## src/hdl/grnn_ik_div.sv

```systemverilog
`timescale 1ns / 1ps
// ----------------------------------------------------------------------------
// grnn_ik_div
// Restoring divider, one quotient bit per cycle. The caller guarantees
// num < den * 2^Q_W, so only Q_W quotient bits are produced.
// ----------------------------------------------------------------------------
module grnn_ik_div #(
    parameter int NUM_W = 56,
    parameter int DEN_W = 24,
    parameter int Q_W   = 20
) (
    input  logic             clk,
    input  logic             rst_n,
    input  logic             start,
    input  logic [NUM_W-1:0] num,
    input  logic [DEN_W-1:0] den,
    output logic             done,
    output logic [Q_W-1:0]   quot
);

    localparam int CNT_W = $clog2(Q_W + 1);

    logic [DEN_W-1:0] rem_reg;
    logic [Q_W-1:0]   low_reg;
    logic [Q_W-1:0]   quot_reg;
    logic [DEN_W-1:0] den_reg;
    logic [CNT_W-1:0] cnt_reg;
    logic             busy_reg;
    logic             done_reg;
    logic [DEN_W:0]   trial;
    logic             qbit;

    // One trial subtraction
    always_comb
    begin
        trial = {rem_reg, low_reg[Q_W-1]};
        qbit  = (trial >= {1'b0, den_reg});
    end

    // Control
    always_ff @(posedge clk or negedge rst_n)
    begin
        if (!rst_n)
        begin
            busy_reg <= 1'b0;
            done_reg <= 1'b0;
            cnt_reg  <= '0;
        end
        else
        begin
            done_reg <= 1'b0;
            if (start)
            begin
                busy_reg <= 1'b1;
                cnt_reg  <= CNT_W'(Q_W);
            end
            else if (busy_reg)
            begin
                cnt_reg <= cnt_reg - 1'b1;
                if (cnt_reg == CNT_W'(1))
                begin
                    busy_reg <= 1'b0;
                    done_reg <= 1'b1;
                end
            end
        end
    end

    // Datapath
    always_ff @(posedge clk)
    begin
        if (start)
        begin
            rem_reg  <= DEN_W'(num >> Q_W);
            low_reg  <= num[Q_W-1:0];
            den_reg  <= den;
            quot_reg <= '0;
        end
        else if (busy_reg)
        begin
            rem_reg  <= qbit ? DEN_W'(trial - {1'b0, den_reg}) : DEN_W'(trial);
            low_reg  <= low_reg << 1;
            quot_reg <= {quot_reg[Q_W-2:0], qbit};
        end
    end

    assign done = done_reg;
    assign quot = quot_reg;

endmodule

```

## config.mk

```make
export PLATFORM = sky130hd
export DESIGN_NAME = grnn_ik_div
export DESIGN_NICKNAME = d
export VERILOG_FILES = /design/src/hdl/grnn_ik_div.sv
export SDC_FILE = /design/constraint.sdc
export NUM_CORES = 1
export LEC_CHECK = 0
export ABC_AREA = 1
export BUFFER_PORTS_ARGS = -buffer_cell sky130_fd_sc_hd__clkbuf_2
export CORE_MARGIN = 2
export CORE_UTILIZATION = 30
export DETAILED_ROUTE_END_ITERATION = 10
export PLACE_DENSITY_LB_ADDON = 0.05
export RECOVER_POWER = 100
export SYNTH_ARGS = -nofsm -noshare
export SYNTH_HDL_FRONTEND = slang
export SYNTH_SLANG_ARGS = --single-unit
```

## constraint.sdc

```tcl
create_clock -name clk -period 2.49 [get_ports clk]
set_input_delay 0.249 -clock clk [delete_from_list [all_inputs] [get_ports clk]]
set_output_delay 0.249 -clock clk [all_outputs]
set_load 0.1 [all_outputs]
```

==> impl_metrics.json <==
{
  "status": "completed",
  "clock-sinks": 95,
  "yosys.area_share.simple_pct": 31.60,
  "critPathLaunch": "rem_reg[10]",
  "clk_pin_slew_ps": 80,
  "viasPerCell": 4.365,
  "die_area_mm2": 0.02045,
  "grt_pass1_vias": 4932,
  "cp_slowest_cell": "edfxtp_1",
  "period_needed_ps": 2321,
  "drive_gt1_share_pct": 14.91,
  "fin_skew_ps": 12.66,
  "rsz0062_at_grt": "no",
  "cp-start-kind": "register",
  "grt_use_total_pct": 15.75,
  "portBuffers": 91,
  "fin_crit_sh_pct": 93.20,
  "synth-seq-cells": 95,
  "grt-ovfl-total": 0,
  "cts_tree": "yes",
  "drt_iter0_drc": 165,
  "fin_nets": 977,
  "rr_worst_depth": 13,
  "hold_viol": 0,
  "synth-compound-area-share_pct": 5.094,
  "yosys.area.top_type_share_pct": 35.23,
  "synth_area_leaders": "edfxtp_1 35%, nand2_1 19%, inv_1 8.5%, dfxtp_1 6.9%, ha_1 5.6%",
  "maxCapViolations": 0,
  "crit_fanout": 25,
  "ff_latch_area_mm2": 0.002618,
  "arrival_ps": 2440,
  "synthesis.area_mm2": 0.005797,
  "grt_pass1_wl_um": 24880,
  "core.rowCount": 50,
  "vias": 4941,
  "dr.pass1.iters": 4,
  "hold_ws_ps": 57.45,
  "syn_avg_cell_area_um2": 7.587,
  "grt_max_degree": 43,
  "max-vdd-ir-drop_mv": 0.3549,
  "synth_seq_area_share_pct": 45.15,
  "wl_per_cell_um": 13.74,
  "timing.slew.headroom_pct": 20.65,
  "yosysTopAreaCell": "edfxtp_1",
  "power.total_w": 0.007326,
  "synth-xor-area-share_pct": 1.360,
  "setup_viol_count_final": 0,
  "synthAdderAreaFrac_pct": 5.957,
  "timing.rr.end": "rem_reg[17]",
  "p_leak_nw": 3.480,
  "worst_path_most_repeated_cell": "nand2_1",
  "diodes": 0,
  "crit_path_end_kind": "register",
  "die_h_um": 143.0,
  "yosys_warnings": 0,
  "chipWidth_um": 143.0,
  "multi_input_area_mm2": 0.002639,
  "tightest_slew_ps": 1195,
  "ios": 104,
  "syn-num-nets": 874,
  "clock.fmax_ghz": 0.4309,
  "cts_root_buffer": "clkbuf_16",
  "syn_inst": 764,
  "path_cells": "ha_2 -> nand2_2 -> nor2_4 -> nand2_1 -> nor2_1 -> nand2_1 -> nand3_2 -> nor2_4 -> nand2_4 -> buf_12 -> nand3_1 -> nand2_1 -> nand2_1",
  "cp.required_ps": 2610,
  "muxShareOfSynthArea_pct": 0,
  "numCtsBuffers": 9,
  "antenna_left": 0,
  "dp_hpwl_um": 11940,
  "power_density_mw_per_mm2": 1043,
  "wirelength_um": 15560,
  "clock_latency_ps": 360,
  "dp.cells": 1115,
  "area_growth_pct": 21.20,
  "design_area_mm2": 0.007025,
  "clk_path_buf_depth": 2,
  "drv_slew": 0,
  "reg2reg_from": "rem_reg[10]",
  "antenna_found_initial": 0,
  "hold_class": "in2reg",
  "nFillCells": 2045,
  "fin_cells": 1132,
  "synth.distinct_cells": 37,
  "start_util_pct": 30.78,
  "drc": 0,
  "htreeDepth": 3,
  "r2r_slack_ps": 170,
  "tns_ps": 0,
  "crit_path_max_incr_delay_ps": 410,
  "cp-endpoint": "rem_reg[17]",
  "synth_top_family_by_area": "simple AND/OR/NAND/NOR gates",
  "place_area_mm2": 0.006663,
  "finalWeightedCongestion": 0.8551,
  "critical_path_class": "reg2reg",
  "coreArea_mm2": 0.01883
}
==> layer usage <==
metal | share of wire, % | global-route usage [%]
met1 | 48 | 20.43
met4 | 1.5 | 4.690
met2 | 46 | 26.06
met3 | 4.4 | 3.756
met5 | 0 | 0
==> through the flow <==
step / utilization, % / setup slack [ps]
2_1_floorplan: - / 131.8
3_3_place_gp: 35.38 / 123.7
3_5_place_dp: 35.38 / 127.6
4_1_cts: 37.11 / 95.80
5_1_grt: 37.31 / 0.4166
6_report: 37.31 / 169.4
==> cell type report <==
cell class / count / share of cell area, %
sequential: 95 / 37.26
timing repair buffer: 113 / 8.691
multi-input combinational: 510 / 37.56
clock inverter: 6 / 0.9261
inverter: 138 / 7.373
tap: 260 / 4.630
clock buffer: 10 / 3.562
==> worst min-delay path by stage <==
stage             from          end  depth (start not counted)
3_3_place_gp     rst_n         done                          1
4_1_cts        den[21]  den_reg[21]                          1
3_5_place_dp     rst_n         done                          1
2_1_floorplan    rst_n     busy_reg                          0
5_1_grt        den[19]  den_reg[19]                          1
6_report       den[21]  den_reg[21]                          1
==> repair_timing <==
item,CTS,global route
gates resized for setup,0,15
endpoints found under the setup margin,0,12
hold buffers,1,0
setup buffers,0,0
endpoints found under the hold margin,7,0
==> critical path: cells and delay by family, from the launching register on <==
kind | cells | cell delay [ps]
adders and majority gates | 1 | 390
buffers and inverters | 1 | 180
DFF | 1 | 410
and+or+nand+nor | 11 | 1100
==> logic make-up after synthesis <==
logic type               count (synthesis)
AO/OA/AOI/OAI                           52
XOR/XNOR                                 9
adder cells (fa/ha/maj)                 27
buffers and inverters                  159
flip-flops                              95
AND/OR/NAND/NOR                        422
==> where the power goes <==
part | switching [W] | total (W) | internal, W
Combinational | 0.00224 | 0.00366 | 0.00141
Sequential | 0.000153 | 0.00219 | 0.00203
Clock | 0.000710 | 0.00148 | 0.000772
Total | 0.00311 | 0.00733 | 0.00422
==> cells in the mapped netlist <==
library cell,n
nand2_2,3
o21ai_1,3
nand3_2,2
xor2_1,2
edfxtp_1,68
nor4_4,1
o21a_1,1
o21ai_0,6
nand3b_1,20
inv_2,4
nand3_1,52
nand2_1,291
dfxtp_1,20
nand3b_4,1
xnor2_1,7
buf_6,3
o21bai_1,2
nor2_4,2
clkinv_1,2
a21oi_1,20
a21oi_2,1
buf_4,1
ha_1,26
and2_1,1
nor2_1,36
inv_1,132
buf_1,5
fa_1,1
nand4_1,8
clkbuf_1,8
buf_2,4
o22ai_1,19
nor2_2,1
nor4_1,2
nand2_4,1
nor3_1,1
dfrtp_1,7
==> placed cells by master (no fill, tap or decap), types with 3 or more instances in the layout <==
master | netlist | routed
ha_4 | 0 | 5
inv_2 | 4 | 4
clkbuf_2 | 0 | 67
nand2_1 | 291 | 290
nand4_1 | 8 | 8
dfxtp_1 | 20 | 20
inv_1 | 132 | 132
clkbuf_1 | 8 | 27
o21ai_1 | 3 | 3
nand3_1 | 52 | 52
ha_1 | 26 | 15
xnor2_1 | 7 | 7
clkbuf_16 | 0 | 10
o22ai_1 | 19 | 19
nor2_1 | 36 | 35
edfxtp_1 | 68 | 68
ha_2 | 0 | 6
nand3b_1 | 20 | 20
buf_4 | 1 | 15
dfrtp_1 | 7 | 7
nand2_2 | 3 | 4
a21oi_1 | 20 | 20
o21ai_0 | 6 | 6
nor2_4 | 2 | 3
No activity file was read; power rests on OpenSTA's default activity.
